===== src/tlnu_pkg.sv =====
// Shared widths, pipeline transaction types and helpers for the transform
// interpolation unit. No dependencies.
`default_nettype none

package tlnu_pkg;

	// Lane format and blend factor format
	localparam int LANE_W  = 32;
	localparam int FRAC_W  = 16;
	localparam int T_W     = 17;
	localparam int TFRAC_W = 16;

	// Internal widths
	localparam int Q_W    = LANE_W + 2;
	localparam int PROD_W = 2 * LANE_W;
	localparam int DOT_W  = PROD_W + 2;
	localparam int M_W    = Q_W + T_W + 1;
	localparam int SQ_W   = PROD_W + 2;
	localparam int ROOT_W = SQ_W / 2;
	localparam int SREM_W = ROOT_W + 3;
	localparam int QUO_W  = FRAC_W + 1;
	localparam int NUM_W  = LANE_W + FRAC_W + 1;
	localparam int DREM_W = ROOT_W + 1;

	// Pipeline depth
	localparam int FRONT_STAGES = 8;
	localparam int SQRT_STEPS   = ROOT_W;
	localparam int DIV_STEPS    = QUO_W;
	localparam int PIPE_LAT     = FRONT_STAGES + SQRT_STEPS + DIV_STEPS + 2;

	localparam logic [T_W-1:0] T_ONE  = T_W'(1) << TFRAC_W;
	localparam logic [T_W-1:0] T_HALF = T_W'(1) << (TFRAC_W - 1);

	localparam logic signed [Q_W-1:0] LANE_MAX =
		{{(Q_W-LANE_W+1){1'b0}}, {(LANE_W-1){1'b1}}};
	localparam logic signed [Q_W-1:0] LANE_MIN =
		{{(Q_W-LANE_W+1){1'b1}}, {(LANE_W-1){1'b0}}};

	// Request codes
	localparam logic [1:0] REQ_POS   = 2'd0;
	localparam logic [1:0] REQ_SCALE = 2'd1;
	localparam logic [1:0] REQ_ROT   = 2'd2;
	localparam logic [1:0] REQ_NONE  = 2'd3;

	typedef logic [3:0][LANE_W-1:0] lanes_t;
	typedef logic [3:0][Q_W-1:0]    qlanes_t;

	// Data that rides along the whole back end
	typedef struct packed {
		logic       vld;
		logic [1:0] req;
		qlanes_t    q;
	} side_t;

	// One square-root step transaction
	typedef struct packed {
		side_t             side;
		logic [SQ_W-1:0]   x;
		logic [SREM_W-1:0] rem;
		logic [ROOT_W-1:0] root;
	} sqrt_t;

	// One division step transaction, four lanes over a shared divisor
	typedef struct packed {
		side_t                   side;
		logic [ROOT_W-1:0]       den;
		logic [3:0][DREM_W-1:0]  rem;
		logic [3:0][QUO_W-1:0]   nlow;
		logic [3:0][QUO_W-1:0]   quo;
	} div_t;

	// Magnitude of a blended lane; it never exceeds 2^(LANE_W-1)
	function automatic logic [LANE_W-1:0] mag_q(input logic [Q_W-1:0] v);
		logic [Q_W-1:0] m;
		m = v[Q_W-1] ? (~v + Q_W'(1)) : v;
		return m[LANE_W-1:0];
	endfunction

endpackage

`default_nettype wire


===== src/tlnu_div_cell.sv =====
// One cell of the division chain: one quotient bit for all four lanes.
// Depends on tlnu_pkg.
`default_nettype none

module tlnu_div_cell (
	input  wire logic           clk,
	input  wire logic           arst_n,
	input  wire tlnu_pkg::div_t din,
	output tlnu_pkg::div_t      dout
);
	import tlnu_pkg::*;

	logic              vld_q;
	div_t              pay_q;
	div_t              nxt;
	logic [DREM_W-1:0] r2;
	logic [DREM_W-1:0] dext;

	// Shift in one numerator bit per lane and subtract where it fits
	always_comb begin
		nxt  = din;
		r2   = '0;
		dext = {1'b0, din.den};
		for (int i = 0; i < 4; i++) begin
			r2 = {din.rem[i][DREM_W-2:0], din.nlow[i][QUO_W-1]};
			nxt.nlow[i] = {din.nlow[i][QUO_W-2:0], 1'b0};
			if (r2 >= dext) begin
				nxt.rem[i] = r2 - dext;
				nxt.quo[i] = {din.quo[i][QUO_W-2:0], 1'b1};
			end else begin
				nxt.rem[i] = r2;
				nxt.quo[i] = {din.quo[i][QUO_W-2:0], 1'b0};
			end
		end
	end

	// Hold the valid flag under reset
	always_ff @(posedge clk or negedge arst_n) begin
		if (!arst_n) begin
			vld_q <= 1'b0;
		end else begin
			vld_q <= din.side.vld;
		end
	end

	// Advance the payload
	always_ff @(posedge clk) begin
		pay_q <= nxt;
	end

	always_comb begin
		dout          = pay_q;
		dout.side.vld = vld_q;
	end

endmodule

`default_nettype wire


===== config.mk =====
export PLATFORM = sky130hd
export DESIGN_NAME = tlnu_div_cell
export DESIGN_NICKNAME = d
export VERILOG_FILES = /design/src/tlnu_pkg.sv /design/src/tlnu_div_cell.sv
export SDC_FILE = /design/constraint.sdc
export NUM_CORES = 1
export LEC_CHECK = 0
export BUFFER_PORTS_ARGS = -buffer_cell sky130_fd_sc_hd__buf_4
export CORE_AREA = 2 2 349 351
export CTS_BUF_LIST = sky130_fd_sc_hd__clkbuf_8
export CTS_CLUSTER_DIAMETER = 120
export DETAILED_ROUTE_END_ITERATION = 16
export DIE_AREA = 0 0 351 353
export GPL_ROUTABILITY_DRIVEN = 0
export GPL_TIMING_DRIVEN = 0
export SETUP_SLACK_MARGIN = 0.3
export SLEW_MARGIN = 40
export SYNTH_ARGS = -nofsm -noshare
export SYNTH_HDL_FRONTEND = slang
export SYNTH_SLANG_ARGS = --single-unit
export TNS_END_PERCENT = 20

===== constraint.sdc =====
create_clock -name clk -period 1.1 [get_ports clk]
set_input_delay 0.275 -clock clk [delete_from_list [all_inputs] [get_ports clk]]
set_output_delay 0.275 -clock clk [all_outputs]
set_load 0.02 [all_outputs]

### Word level (Yosys, flattened, before mapping)

Index checks and enable logic that the tools add are counted.

* register bits after elaboration: 440
* bits in latches: 0
* RAM bits: 0
* ROM bits: 0
* bits of input ports: 446
* output and inout port bits: 444
* memories kept: 0

* add/subtract/negate cells: 4
* multiply operators: 0
* div/mod/pow operators: 0
* order comparisons: 4
* equal/unequal tests: 0
* shift operators: 0
* multiplexer cells: 8
* bitwise operators: 0
* reductions and logical operators: 0

Operators with widths (count)
* 34-bit by 33-bit >= comparator with 1-bit output: 4
* 34-bit 2-to-1 mux: 4
* 34-bit by 33-bit subtractor with 34-bit output: 4
* 1-bit 2-to-1 mux: 4

### Logic depth before layout (Yosys ltp)

* depth after elaboration: 2
* mapped depth: 16

### Worst setup path after synthesis

Ideal clock, no wire load.

* path type: input port to flip-flop
* from: input port din[101] in the netlist's numbering
* to: register pay_q (netlist bit dout[172])
* arrival time: 2.845 ns
* setup slack: -1.875 ns
* stages on the path: 15
* buffers on the path: 2
* cells stage by stage: inv_1 > ha_1 > inv_1 > fa_1 > a211oi_1 > o21bai_1 > a21oi_1 > o21ai_1 > o21ai_2 > o21ai_2 > a31oi_4 > o21a_1 > buf_4 > clkbuf_1 > o21ai_0

RTL lines
* from (decl): RTL line tlnu_div_cell.sv:8 `input wire tlnu_pkg::div_t din,`
* to (signal assigned): RTL line tlnu_div_cell.sv:48 `pay_q <= nxt;`
* to (decl): RTL line tlnu_div_cell.sv:14 `div_t pay_q;`

==> results.py <==
metrics = {
    "status": {
        "status": "finished, violations left",
        "violations": "negative hold slack, negative setup slack",
    },
    "grt": {
        "antenna_found_initial": 67,
        "gr-total-overflow": 0,
        "groute.usage.overall": 0.198,
        "grt_pass1_wl_um": 167000,
        "grt_pass1_vias": 20200,
        "grt_max_degree": 15,
    },
    "cts": {
        "numCtsBuffers": 91,
        "cts_buffer_depth": 3,
        "clock_sinks": 440,
        "cts_root_buffer": "clkbuf_8",
        "cts-htree-levels": 3,
        "cts_tree": "done",
        "clkTransAtPathRegs_ns": 0.06,
    },
    "drt": {
        "drt-total-wl_um": 132000,
        "drt-pass1-iter-count": 7,
        "vias": 20600,
        "viasPerCell": 4.07,
        "drc_errors": 0,
        "ant_nets": 0,
        "wl_per_cell_um": 26.1,
        "drt_iter0_drc": 1145,
    },
    "synthesis": {
        "synth-edff-count": 0,
        "synthArstFlopShare": 0.00227,
        "synth_top_area_share": 0.502,
        "synth.most_common_cell": "dfxtp_1",
        "yosysSeqAreaShare": 0.504,
        "synthCells": 1758,
        "synth.top_cells.by_count": "dfxtp_1 (439), a21oi_1 (163), ha_1 (132), nand2_1 (132), nor2_1 (117)",
        "syn_avg_cell_area_um2": 9.95,
        "yosysUniqueCellTypes": 82,
        "yosysWarningCount": 0,
        "synth_area_leaders": "dfxtp_1 (50%), ha_1 (9.4%), a21oi_1 (4.7%), a21o_1 (4.5%), xnor2_1 (3.3%)",
        "synth_ff_type": "dfxtp_1",
        "yosysTopAreaCell": "dfxtp_1",
        "synth_area_um2": 17500,
        "ys_ff_latch": 440,
    },
    "critical_path": {
        "critPathCaptureType": "flop",
        "path_class": "in2reg",
        "crit_buf_inv": 7,
        "worst-path-max-fanout": 6,
        "cp_common_cell": "o21ai_2",
        "slowest_stage": "or3_1",
        "critPathArrivalTime_ns": 3.14,
        "path_cells": "buf_8 -> clkinvlp_4 -> buf_6 -> buf_6 -> ha_4 -> buf_8 -> nand4_1 -> or3_1 -> o21ai_2 -> o21ai_2 -> o21ai_2 -> a31oi_4 -> o21a_4 -> buf_12 -> buf_12 -> o31ai_4",
        "start_kind": "input pin",
        "critPathTopFamily": "compound AO/OA/AOI/OAI gates",
        "max_stage_delay_ns": 0.40,
        "crit_required_ns": 1.72,
    },
    "sta": {
        "slew_headroom": 0.512,
        "setup_viol": 580,
        "worstMarginPinSlew_ns": 0.732,
        "slew_viol_final": 0,
        "hold_viol": 17,
        "setup_ws_ns": -1.42,
        "hold_slack_ns": -0.315,
        "period_share": 2.29,
        "grt_setup_unrepaired": "true",
        "timing.fmax_mhz": 396,
        "fin_crit_ns": 2.52,
    },
    "placed_design": {
        "placed_area_um2": 26300,
        "portBuffers": 877,
        "pre_cts_slack_ns": -3.29,
        "dp_hpwl_um": 100000,
    },
    "die": {
        "num_rows": 128,
        "die-height_um": 353,
        "start_util": 0.145,
        "die_w_um": 351,
        "core_area_um2": 121000,
        "io_pins": 890,
        "dieArea_um2": 124000,
    },
    "power_and_ir_drop": {
        "p_sw_frac": 0.340,
        "p_clk_frac": 0.335,
        "pwr-share-seq": 0.325,
        "fin_total_pwr_mw": 56.1,
        "switching_power_mw": 19.1,
        "powerDensity_nw_per_um2": 1480,
        "ir_drop_mv": 0.924,
        "p_int_mw": 37.0,
        "leakagePower_nw": 16.9,
        "power_frac_comb": 0.340,
    },
    "cells_and_area": {
        "post-route-util": 0.314,
        "final_area_um2": 37900,
        "area_growth_pct": 117,
        "nets": 3918,
        "fillers": 12200,
        "drive_gt1_frac": 0.506,
    },
    "hold_path": {
        "hold_start": "din[272]",
        "holdPathEnd": "dout[272]",
        "hold_depth": 1,
        "hold_class": "in2reg",
    },
    "flow_run": {
        "cap_violations": 0,
    },
}
## power by group through the flow
stage | Combinational [mW] | Sequential, mW | Clock, mW
after floorplan | 4.68 | 20.5 | 0
after global placement | 13.6 | 18.5 | 0
after detailed placement | 13.6 | 18.5 | 0
after CTS | 16.8 | 18.2 | 19.6
after global routing | 20.0 | 18.4 | 20.3
final | 19.1 | 18.3 | 18.8
## cell usage in the layout, fill, tap and decap left out, types with 13 or more instances in the layout
cell type,n
nor2_1,66
nand3_1,17
dlygate4sd3_1,422
o21a_1,13
nand2_4,25
ha_1,82
inv_1,62
buf_12,47
o21ai_1,22
buf_4,955
nor2_4,37
clkinv_2,17
clkbuf_8,114
dfxtp_1,407
nand4_1,32
nor2b_1,17
o21bai_1,17
diode_2,24
clkinvlp_4,32
dfxtp_2,31
nor2_2,14
a21oi_1,99
a21o_1,104
xnor2_1,61
buf_6,42
a21oi_2,43
o21ai_2,45
ha_4,40
xor2_1,38
a21oi_4,22
nand2_1,79
and3_1,15
clkbuf_2,17
o21ai_0,31
nand2_2,28
buf_8,29
## registers in the layout (all words and copies together) (netlist names)
| register | cells |
|---|---|
| vld_q | 1 |
| dout | 439 |
## routing by layer
layer	vias up	share of wire	GRT usage	wire length [µm]
met2	1003	0.47	0.328	62100
met3	261	0.12	0.104	16300
li1	9441	-	-	-
met5	-	0.0024	0	316
met1	9846	0.36	0.211	47700
met4	52	0.043	0.0829	5750
## what timing repair did
item,in CTS,in global routing
pin swaps,64,139
buffers inserted,97,67
endpoints found under the hold margin,437,43
endpoints found under the setup margin,580,580
gates cloned,9,10
hold buffers,399,24
resized for setup,326,520
## final cells by class
class / count / area [µm²] / area share
Clock inverter: 51 / 388 / 0.0102
Inverter: 76 / 428 / 0.0113
Timing Repair Buffer: 1482 / 13200 / 0.349
Tap cell: 1625 / 2030 / 0.0537
Buffer: 60 / 654 / 0.0173
Antenna cell: 24 / 60.1 / 0.00158
Sequential cell: 440 / 8860 / 0.234
Clock buffer: 114 / 1570 / 0.0414
Multi-Input combinational cell: 1185 / 10700 / 0.282
## worst max-delay path by stage
stage | start | to | slack [ns] | depth (start not counted)
global placement | din[276] | dout[159] | -3.16 | 14
finish | din[282] | dout[191] | -1.42 | 16
global route | din[288] | dout[191] | -1.40 | 15
floorplan | din[276] | dout[271] | -1.70 | 11
detailed placement | din[276] | dout[159] | -3.29 | 14
CTS | din[282] | dout[203] | -1.34 | 16
## cells by family (layout without fill, tap and decap cells)
group,after synthesis,in the layout,synth area share
fa+ha+maj,136,136,0.0990
other cells,1,28,0.000214
xor+xnor,108,108,0.0541
flops,440,440,0.504
mux,15,15,0.00944
simple gates,400,400,0.107
buf+inv,136,1783,0.0325
compound gates,522,522,0.194
## through the flow
step / instances / setup TNS (ns)
CTS: 4933 / -391.43
global route: 5049 / -385.69
global placement: 4263 / -380.61
finish: 5057 / -343.40
floorplan: 1761 / -222.36
detailed placement: 4263 / -390.19
No activity file was read; power rests on OpenSTA's default activity.
