[src/tlnu_pkg.sv]
// Shared widths, pipeline transaction types and helpers for the transform
// interpolation unit. No dependencies.
`default_nettype none

package tlnu_pkg;

	// Lane format and blend factor format
	localparam int LANE_W  = 32;
	localparam int FRAC_W  = 16;
	localparam int T_W     = 17;
	localparam int TFRAC_W = 16;

	// Internal widths
	localparam int Q_W    = LANE_W + 2;
	localparam int PROD_W = 2 * LANE_W;
	localparam int DOT_W  = PROD_W + 2;
	localparam int M_W    = Q_W + T_W + 1;
	localparam int SQ_W   = PROD_W + 2;
	localparam int ROOT_W = SQ_W / 2;
	localparam int SREM_W = ROOT_W + 3;
	localparam int QUO_W  = FRAC_W + 1;
	localparam int NUM_W  = LANE_W + FRAC_W + 1;
	localparam int DREM_W = ROOT_W + 1;

	// Pipeline depth
	localparam int FRONT_STAGES = 8;
	localparam int SQRT_STEPS   = ROOT_W;
	localparam int DIV_STEPS    = QUO_W;
	localparam int PIPE_LAT     = FRONT_STAGES + SQRT_STEPS + DIV_STEPS + 2;

	localparam logic [T_W-1:0] T_ONE  = T_W'(1) << TFRAC_W;
	localparam logic [T_W-1:0] T_HALF = T_W'(1) << (TFRAC_W - 1);

	localparam logic signed [Q_W-1:0] LANE_MAX =
		{{(Q_W-LANE_W+1){1'b0}}, {(LANE_W-1){1'b1}}};
	localparam logic signed [Q_W-1:0] LANE_MIN =
		{{(Q_W-LANE_W+1){1'b1}}, {(LANE_W-1){1'b0}}};

	// Request codes
	localparam logic [1:0] REQ_POS   = 2'd0;
	localparam logic [1:0] REQ_SCALE = 2'd1;
	localparam logic [1:0] REQ_ROT   = 2'd2;
	localparam logic [1:0] REQ_NONE  = 2'd3;

	typedef logic [3:0][LANE_W-1:0] lanes_t;
	typedef logic [3:0][Q_W-1:0]    qlanes_t;

	// Data that rides along the whole back end
	typedef struct packed {
		logic       vld;
		logic [1:0] req;
		qlanes_t    q;
	} side_t;

	// One square-root step transaction
	typedef struct packed {
		side_t             side;
		logic [SQ_W-1:0]   x;
		logic [SREM_W-1:0] rem;
		logic [ROOT_W-1:0] root;
	} sqrt_t;

	// One division step transaction, four lanes over a shared divisor
	typedef struct packed {
		side_t                   side;
		logic [ROOT_W-1:0]       den;
		logic [3:0][DREM_W-1:0]  rem;
		logic [3:0][QUO_W-1:0]   nlow;
		logic [3:0][QUO_W-1:0]   quo;
	} div_t;

	// Magnitude of a blended lane; it never exceeds 2^(LANE_W-1)
	function automatic logic [LANE_W-1:0] mag_q(input logic [Q_W-1:0] v);
		logic [Q_W-1:0] m;
		m = v[Q_W-1] ? (~v + Q_W'(1)) : v;
		return m[LANE_W-1:0];
	endfunction

endpackage

`default_nettype wire

[src/tlnu_sqrt_cell.sv]
// One cell of the square-root chain: resolves one root bit per cycle.
// Depends on tlnu_pkg.
`default_nettype none

module tlnu_sqrt_cell (
	input  wire logic            clk,
	input  wire logic            arst_n,
	input  wire tlnu_pkg::sqrt_t din,
	output tlnu_pkg::sqrt_t      dout
);
	import tlnu_pkg::*;

	logic              vld_q;
	sqrt_t             pay_q;
	sqrt_t             nxt;
	logic [SREM_W-1:0] rem2;
	logic [ROOT_W-1:0] root2;
	logic [SREM_W-1:0] trial;

	// Bring down the next bit pair and try the next root bit
	always_comb begin
		nxt   = din;
		rem2  = {din.rem[SREM_W-3:0], din.x[SQ_W-1 -: 2]};
		root2 = {din.root[ROOT_W-2:0], 1'b0};
		trial = {{(SREM_W-ROOT_W-1){1'b0}}, root2, 1'b1};
		nxt.x = {din.x[SQ_W-3:0], 2'b00};
		if (rem2 >= trial) begin
			nxt.rem  = rem2 - trial;
			nxt.root = root2 | ROOT_W'(1);
		end else begin
			nxt.rem  = rem2;
			nxt.root = root2;
		end
	end

	// Hold the valid flag under reset
	always_ff @(posedge clk or negedge arst_n) begin
		if (!arst_n) begin
			vld_q <= 1'b0;
		end else begin
			vld_q <= din.side.vld;
		end
	end

	// Advance the payload
	always_ff @(posedge clk) begin
		pay_q <= nxt;
	end

	always_comb begin
		dout          = pay_q;
		dout.side.vld = vld_q;
	end

endmodule

`default_nettype wire

[config.mk]
export PLATFORM = sky130hd
export DESIGN_NAME = tlnu_sqrt_cell
export DESIGN_NICKNAME = d
export VERILOG_FILES = /design/src/tlnu_pkg.sv /design/src/tlnu_sqrt_cell.sv
export SDC_FILE = /design/constraint.sdc
export NUM_CORES = 1
export LEC_CHECK = 0
export ABC_AREA = 1
export BUFFER_PORTS_ARGS = -buffer_cell sky130_fd_sc_hd__clkbuf_2
export CAP_MARGIN = 20
export CORE_AREA = 2 2 212 214
export DETAILED_ROUTE_END_ITERATION = 10
export DIE_AREA = 0 0 214 216
export HOLD_SLACK_MARGIN = 0.06
export PLACE_DENSITY = 0.54
export SKIP_CTS_REPAIR_TIMING = 1
export SYNTH_ARGS = -nofsm -noshare
export SYNTH_HDL_FRONTEND = slang
export SYNTH_SLANG_ARGS = --single-unit
[constraint.sdc]
create_clock -name clk -period 0.9 [get_ports clk]
set_input_delay 0.09 -clock clk [delete_from_list [all_inputs] [get_ports clk]]
set_output_delay 0.09 -clock clk [all_outputs]
set_load 0.03 [all_outputs]
-- Yosys cells after proc, flatten, opt, wreduce, memory -nomap -nowiden
Cells that the tools add are included.
- register bits: 272
- input port bits: 276
- output and inout bits: 274
- logic and storage cells: 12
- add/sub/neg operators: 1
- order comparisons: 1
- multiplexer cells: 1
- operators by type and width (operator ; count):
    $mux W69 ; 1
    $ge A36 B34 Y1 ; 1
    $sub A36 B34 Y36 ; 1

-- Longest topological paths before layout
Gate-level depths: netlist of the first run.
- depth in word-level cells: 2
- depth in mapped cells: 16
- depth with buffers taken out: 15

-- Worst setup path after synthesis of the first run
OpenSTA, ideal clock, no wires.
- path type: input to register
- from: input din[13] (netlist name)
- to: register pay_q (netlist bit dout[50])
- setup time: 0.112 ns
- arrival time: 1.489 ns
- setup slack: -0.701 ns
- stages on the path: 13
- cells stage by stage: inv_1 -> ha_1 -> nand2_2 -> inv_1 -> nand2_1 -> nand2_1 -> a21oi_1 -> nand3_2 -> nand3_4 -> nand2_8 -> buf_4 -> nand2_1 -> nand2_1
- RTL lines (element ; line ; source):
    start, declared ; tlnu_sqrt_cell.sv:8 ; input wire tlnu_pkg::sqrt_t din,
    end signal, assigned ; tlnu_sqrt_cell.sv:47 ; pay_q <= nxt;
    end, declared ; tlnu_sqrt_cell.sv:14 ; sqrt_t pay_q;

==> results of run 1 <==
[cells by family (layout without fill, tap and decap cells)]
group                    after synthesis  after routing  synth area share
flip-flops                           272            272             0.622
adder cells (fa/ha/maj)               34             34            0.0486
AND/OR/NAND/NOR                      453            454             0.215
buffers and inverters                145           1161            0.0687
AO/OA/AOI/OAI                         43             43            0.0274
XOR/XNOR                              18             18            0.0180
other                                  1              6          0.000428
[per-stage QoR]
step	power, W	instance area (sq um)	utilization	std cells
3_5_place_dp	0.0205	13600	0.311	2213
2_1_floorplan	0.0173	9330	-	967
4_1_cts	0.0349	14800	0.337	2274
3_3_place_gp	0.0205	13600	0.311	2213
5_1_grt	0.0392	20600	0.470	2578
6_report	0.0377	20600	0.470	2580
[flip-flops by register name, summed over array words and instances, names as in the netlist]
signal / cells
dout: 271
vld_q: 1
[metal layers]
layer	global-route usage	vias up	wire length, um
met5	0	-	67
met4	0.0406	12	1450
met3	0.0664	76	3370
met2	0.356	360	27100
met1	0.244	4784	22500
li1	-	4929	-
[power breakdown]
group	total, W	internal (W)	switching, W	leakage [nW]
Combinational	0.00998	0.00475	0.00524	7.09
Sequential	0.0136	0.0131	0.000490	2.30
Clock	0.0141	0.00841	0.00573	0.560
[path summary, 6_finish.rpt]
check	startpoint	endpoint	slack (ns)	cells after the start
worst min-delay path	din[40]	dout[42]	-0.22	3
worst max-delay path	din[21]	dout[62]	-0.41	14
max in group asynchronous	arst_n	vld_q	0.40	3
min in group asynchronous	arst_n	vld_q	0.40	3
[critical path, stage by stage]
cell and delay [ns]:
clkbuf_2 0.12, inv_2 0.06, ha_4 0.26, nand2_4 0.09
inv_1 0.04, nand2_1 0.08, nand2_2 0.08, nand2_2 0.11
a21oi_4 0.07, nor2_4 0.24, nand2_8 0.20, buf_12 0.20
nand3_2 0.06, nand2_1 0.05
[layout by cell type, fill, tap and decap left out, types with 11 or more instances in the layout]
| cell | count |
|---|---|
| buf_4 | 137 |
| dfxtp_2 | 267 |
| dlygate4sd3_1 | 275 |
| inv_1 | 101 |
| xor2_1 | 12 |
| nand2_1 | 251 |
| inv_2 | 26 |
| nand3b_1 | 12 |
| clkbuf_2 | 249 |
| a21oi_1 | 17 |
| nor2_1 | 40 |
| buf_8 | 16 |
| nand2_4 | 24 |
| ha_4 | 32 |
| nand2_2 | 51 |
| nand3_1 | 22 |
| nor2_2 | 14 |
| buf_6 | 277 |
| clkbuf_16 | 38 |
| nor2_4 | 11 |
| nand3_2 | 12 |
[cell type report]
class / instances / area, sq um
Timing Repair Buffer: 961 / 8540
Sequential cell: 272 / 5790
Tap cell: 592 / 741
Clock inverter: 14 / 156
Timing Repair inverter: 3 / 42.5
Inverter: 136 / 564
Antenna cell: 4 / 10.0
Fill cell: 4134 / 23200
Clock buffer: 47 / 1000
Multi-Input combinational cell: 551 / 3770
==> metrics.cfg, run 1 <==
[pwr]
power.density_mw_per_mm2=1830
p_leak_nw=9.95
ir_drop_mv=1.15

[synthesis]
synth_area_sq_mm=0.00876
syn_inst=966
yosysSeqAreaShare=0.622
avgSynthCellArea_sq_um=9.07
synth_cell_types=30
synth_flop_cell=dfxtp_1
synth-edff-count=0
synth_seq_cells=272
synthTopCellsByArea=dfxtp_1 62%, nand2_1 14%, inv_1 5.8%
yosysTopAreaCell=dfxtp_1
synth_common_cells=320 x nand2_1, 271 x dfxtp_1, 135 x inv_1, 60 x nor2_1, 35 x nand3_1
synth_top_area_share=0.619
synth_warnings=0
synthArstFlopShare=0.00368
synth.most_common_cell=nand2_1

[setup_path]
startpoint_type=input pin
end_kind=register
crit_arrival_ns=1.74
path_max_fanout=7
crit_type=in2reg
worstPathRequired_ns=1.33

[place]
dp_slack_ns=-1.16
place.gp.congestion=0.920
io_buffer_count=544
dp_hpwl_um=40900

[finish]
area_growth_pct=135
final_nets=2269
drive_above_1_share=0.617

[sta]
fin_ws_ns=-0.407
fin_crit_sh=1.45
rsz0062_at_grt=true
max_freq_ghz=0.765
tns_ns=-63.27
finalHoldViolations=1
period_minus_slack_ns=1.31
timing.hold.ws_ns=-0.224
setup_violations=309
maxSlewViolCount=0

[run_status]
violations=negative hold slack, negative setup slack
outcome=complete, but fails checks

[cts]
clkTransAtPathRegs_ns=0.07
root_buffer=clkbuf_16
htreeDepth=2
cts_tree=done
clock_sinks=272
cts_buffers=34
clockBufferDepth=3

[floorplan]
die_w_um=214
dieArea_sq_mm=0.0462
start_util=0.200
die_h_um=216
num_rows=77
core_sq_mm=0.0438
io_pins=550

[detailed_routing]
drc_errors=0
via_per_inst=3.94
drt_iter0_markers=343
firstDrtPassIters=4
drt_wl_total_um=54400
dr_total_vias=10200
post_drt_wl_per_cell_um=21.1
antenna_left=0

[grt]
grt_pass1_vias=9240
antenna_found_initial=11
grt_pass1_wl_um=67100
track_usage=0.204
grt_overflow=0
grt_max_degree=36

[run]
cap_viol_max_count=0

[worst_hold_path]
min_path_type=in2reg

Power figures use the tool's default switching activity.
==> run 2, diff against run 1 <==
ABC_AREA = unset   (was 1)
CORE_AREA = 2 2 216 218   (was 2 2 212 214)
DIE_AREA = 0 0 218 220   (was 0 0 214 216)
PLACE_DENSITY = 0.51   (was 0.54)
==> run 2 against run 1 <==
The run still ends with negative hold slack, negative setup slack left. Maximum frequency is 29% lower. Sequential power is essentially flat. Critical endpoint is now dout[52]. Cell count is 11% lower. Utilization down 5.3 points. Largest power group is now registers. Critical path type unchanged. Sequential share of layout area rose by 2.1 points.
==> metrics.cfg, run 2 <==
[synthesis]
yosysSeqAreaShare=0.669  ; +0.0469
synth_top_area_share=0.666  ; +0.0467
yosysTopAreaCell=dfxtp_1
synth_common_cells=271 x dfxtp_1, 50 x a21oi_1, 40 x nor2_1, 39 x inv_1, 34 x ha_1
synthTopCellsByArea=dfxtp_1 67%, ha_1 5.2%, a21oi_1 3.1%
synthArstFlopShare=0.00368  ; unchanged
synth_area_sq_mm=0.00815  ; -7.0%
synth_warnings=0  ; unchanged
synth-edff-count=0  ; unchanged
synth_flop_cell=dfxtp_1
syn_inst=672  ; -30%
synth_seq_cells=272  ; unchanged
synth_cell_types=66  ; +120%
synth.most_common_cell=dfxtp_1
avgSynthCellArea_sq_um=12.1  ; +34%

[place]
place.gp.congestion=0.823  ; -11%
placed_area_sq_mm=0.0127  ; -6.9%
placed_cells=1933  ; -13%
io_buffer_count=544  ; unchanged
dp_hpwl_um=35600  ; -13%

[detailed_routing]
via_per_inst=3.85  ; -2.3%
antenna_left=0  ; unchanged
drc_errors=0  ; unchanged
drt_iter0_markers=348  ; +1.5%
post_drt_wl_per_cell_um=20.7  ; -2.1%
dr_total_vias=8791  ; -13%
drt_wl_total_um=47200  ; -13%
firstDrtPassIters=4  ; unchanged

[cts]
clockBufferDepth=3  ; unchanged
root_buffer=clkbuf_16
htreeDepth=2  ; unchanged
clkTransAtPathRegs_ns=0.05  ; -0.02 ns
clock_sinks=272  ; unchanged
cts_tree=done
cts_buffers=35  ; +2.9%

[setup_path]
crit_type=in2reg
worstPathRequired_ns=1.32  ; about the same
path_max_fanout=6  ; -1
end_kind=register
startpoint_type=input pin
crit_arrival_ns=2.26  ; +0.52 ns

[sta]
period_minus_slack_ns=1.84  ; +0.536 ns
fin_crit_sh=2.05  ; +0.596
max_freq_ghz=0.543  ; -29%
rsz0062_at_grt=true
tns_ns=-83.32  ; -20.05 ns
timing.hold.ws_ns=-0.342  ; -0.118 ns
finalHoldViolations=3  ; +2
setup_violations=309  ; unchanged
fin_ws_ns=-0.943  ; -0.536 ns
maxSlewViolCount=0  ; unchanged

[grt]
gr-usage-met3=0.0831  ; +0.0167
grtUsageMet2=0.295  ; -0.0615
grt_pass1_wl_um=55400  ; -17%
antenna_found_initial=15  ; +4
grt_max_degree=14  ; -61%
grt_pass1_vias=7713  ; -17%
use_met1=0.165  ; -0.0794
track_usage=0.165  ; -0.0385
grt_overflow=0  ; unchanged
gr-max-usage-layer=met2

[finish]
layout_common_cells=275 x buf_6, 271 x dlygate4sd3_1, 268 x dfxtp_2, 262 x clkbuf_2, 138 x buf_4
num-fill-cells=4394  ; +6.3%
design_area_sq_mm=0.0192  ; -7.1%
final_common_cell=buf_6
fin_util=0.418  ; -0.0526
fin_cells=2285  ; -11%
drive_above_1_share=0.674  ; +0.0571
final_nets=1956  ; -14%
largest_reg_flops=271  ; unchanged
area_growth_pct=135  ; about the same

[floorplan]
die_h_um=220  ; +1.9%
dieArea_sq_mm=0.0480  ; +3.8%
num_rows=79  ; +2.6%
die_w_um=218  ; +1.9%
io_pins=550  ; unchanged
start_util=0.178  ; -0.0222
core_sq_mm=0.0459  ; +4.6%

[worst_hold_path]
min_path_type=in2reg

[run_status]
outcome=complete, but fails checks
violations=negative hold slack, negative setup slack

[pwr]
total_power_w=0.0368  ; -2.4%
power.density_mw_per_mm2=1920  ; +5.0%
p_leak_nw=8.72  ; -12%
ir_drop_mv=1.40  ; +22%

[run]
cap_viol_max_count=0  ; unchanged

-- run 2: worst max-delay path, stage by stage --
cell,delay [ns]
buf_8,0.07
inv_4,0.03
ha_4,0.29
nand4_1,0.18
nor4_4,0.42
nand2_1,0.11
nor3_2,0.22
nor3b_2,0.09
a21oi_4,0.27
buf_12,0.19
mux2_4,0.30
-- run 2: area by class of cell --
type	instances	area (sq um)	area share
clock buffer	45	943	0.0493
clock inverter	15	140	0.00732
sequential	272	5790	0.302
antenna	9	22.5	0.00118
inverter	39	161	0.00843
timing repair buffer	960	8410	0.439
multi-input combinational	338	2930	0.153
tap	607	759	0.0396
-- run 2: worst paths after layout --
kind | startpoint | endpoint | slack, ns | depth (start not counted)
worst max-delay path | din[23] | dout[52] | -0.94 | 11
worst min-delay path | din[23] | dout[24] | -0.34 | 1
max in group asynchronous | arst_n | vld_q | 0.36 | 3
min in group asynchronous | arst_n | vld_q | 0.42 | 3
-- run 2: cells by family (layout without fill, tap and decap cells) --
group / after synthesis / count (layout) / share of synthesized area
buf+inv: 63 / 1059 / 0.0358
simple gates: 126 / 126 / 0.0809
compound gates: 133 / 133 / 0.108
fa+ha+maj: 34 / 34 / 0.0522
flops: 272 / 272 / 0.669
mux: 10 / 10 / 0.0170
other cells: 1 / 11 / 0.000460
xor+xnor: 33 / 33 / 0.0364
-- run 2: power breakdown --
group          switching [W]  internal (W)
clock                0.00571       0.00779
sequential          0.000508        0.0132
combinational        0.00480       0.00482
-- run 2: per-layer routing --
layer / share of wire / vias up
met5: 0.0020 / -
met4: 0.039 / 14
met3: 0.072 / 98
met2: 0.51 / 326
met1: 0.38 / 4124
li1: - / 4229
-- run 2: per-stage QoR --
step | hold slack [ns] | setup WS [ns]
after floorplan | -0.206 | -1.13
after global placement | -0.136 | -1.56
after detailed placement | -0.133 | -1.61
after global routing | -0.361 | -1.02
final | -0.342 | -0.943
after CTS | -0.724 | -1.04
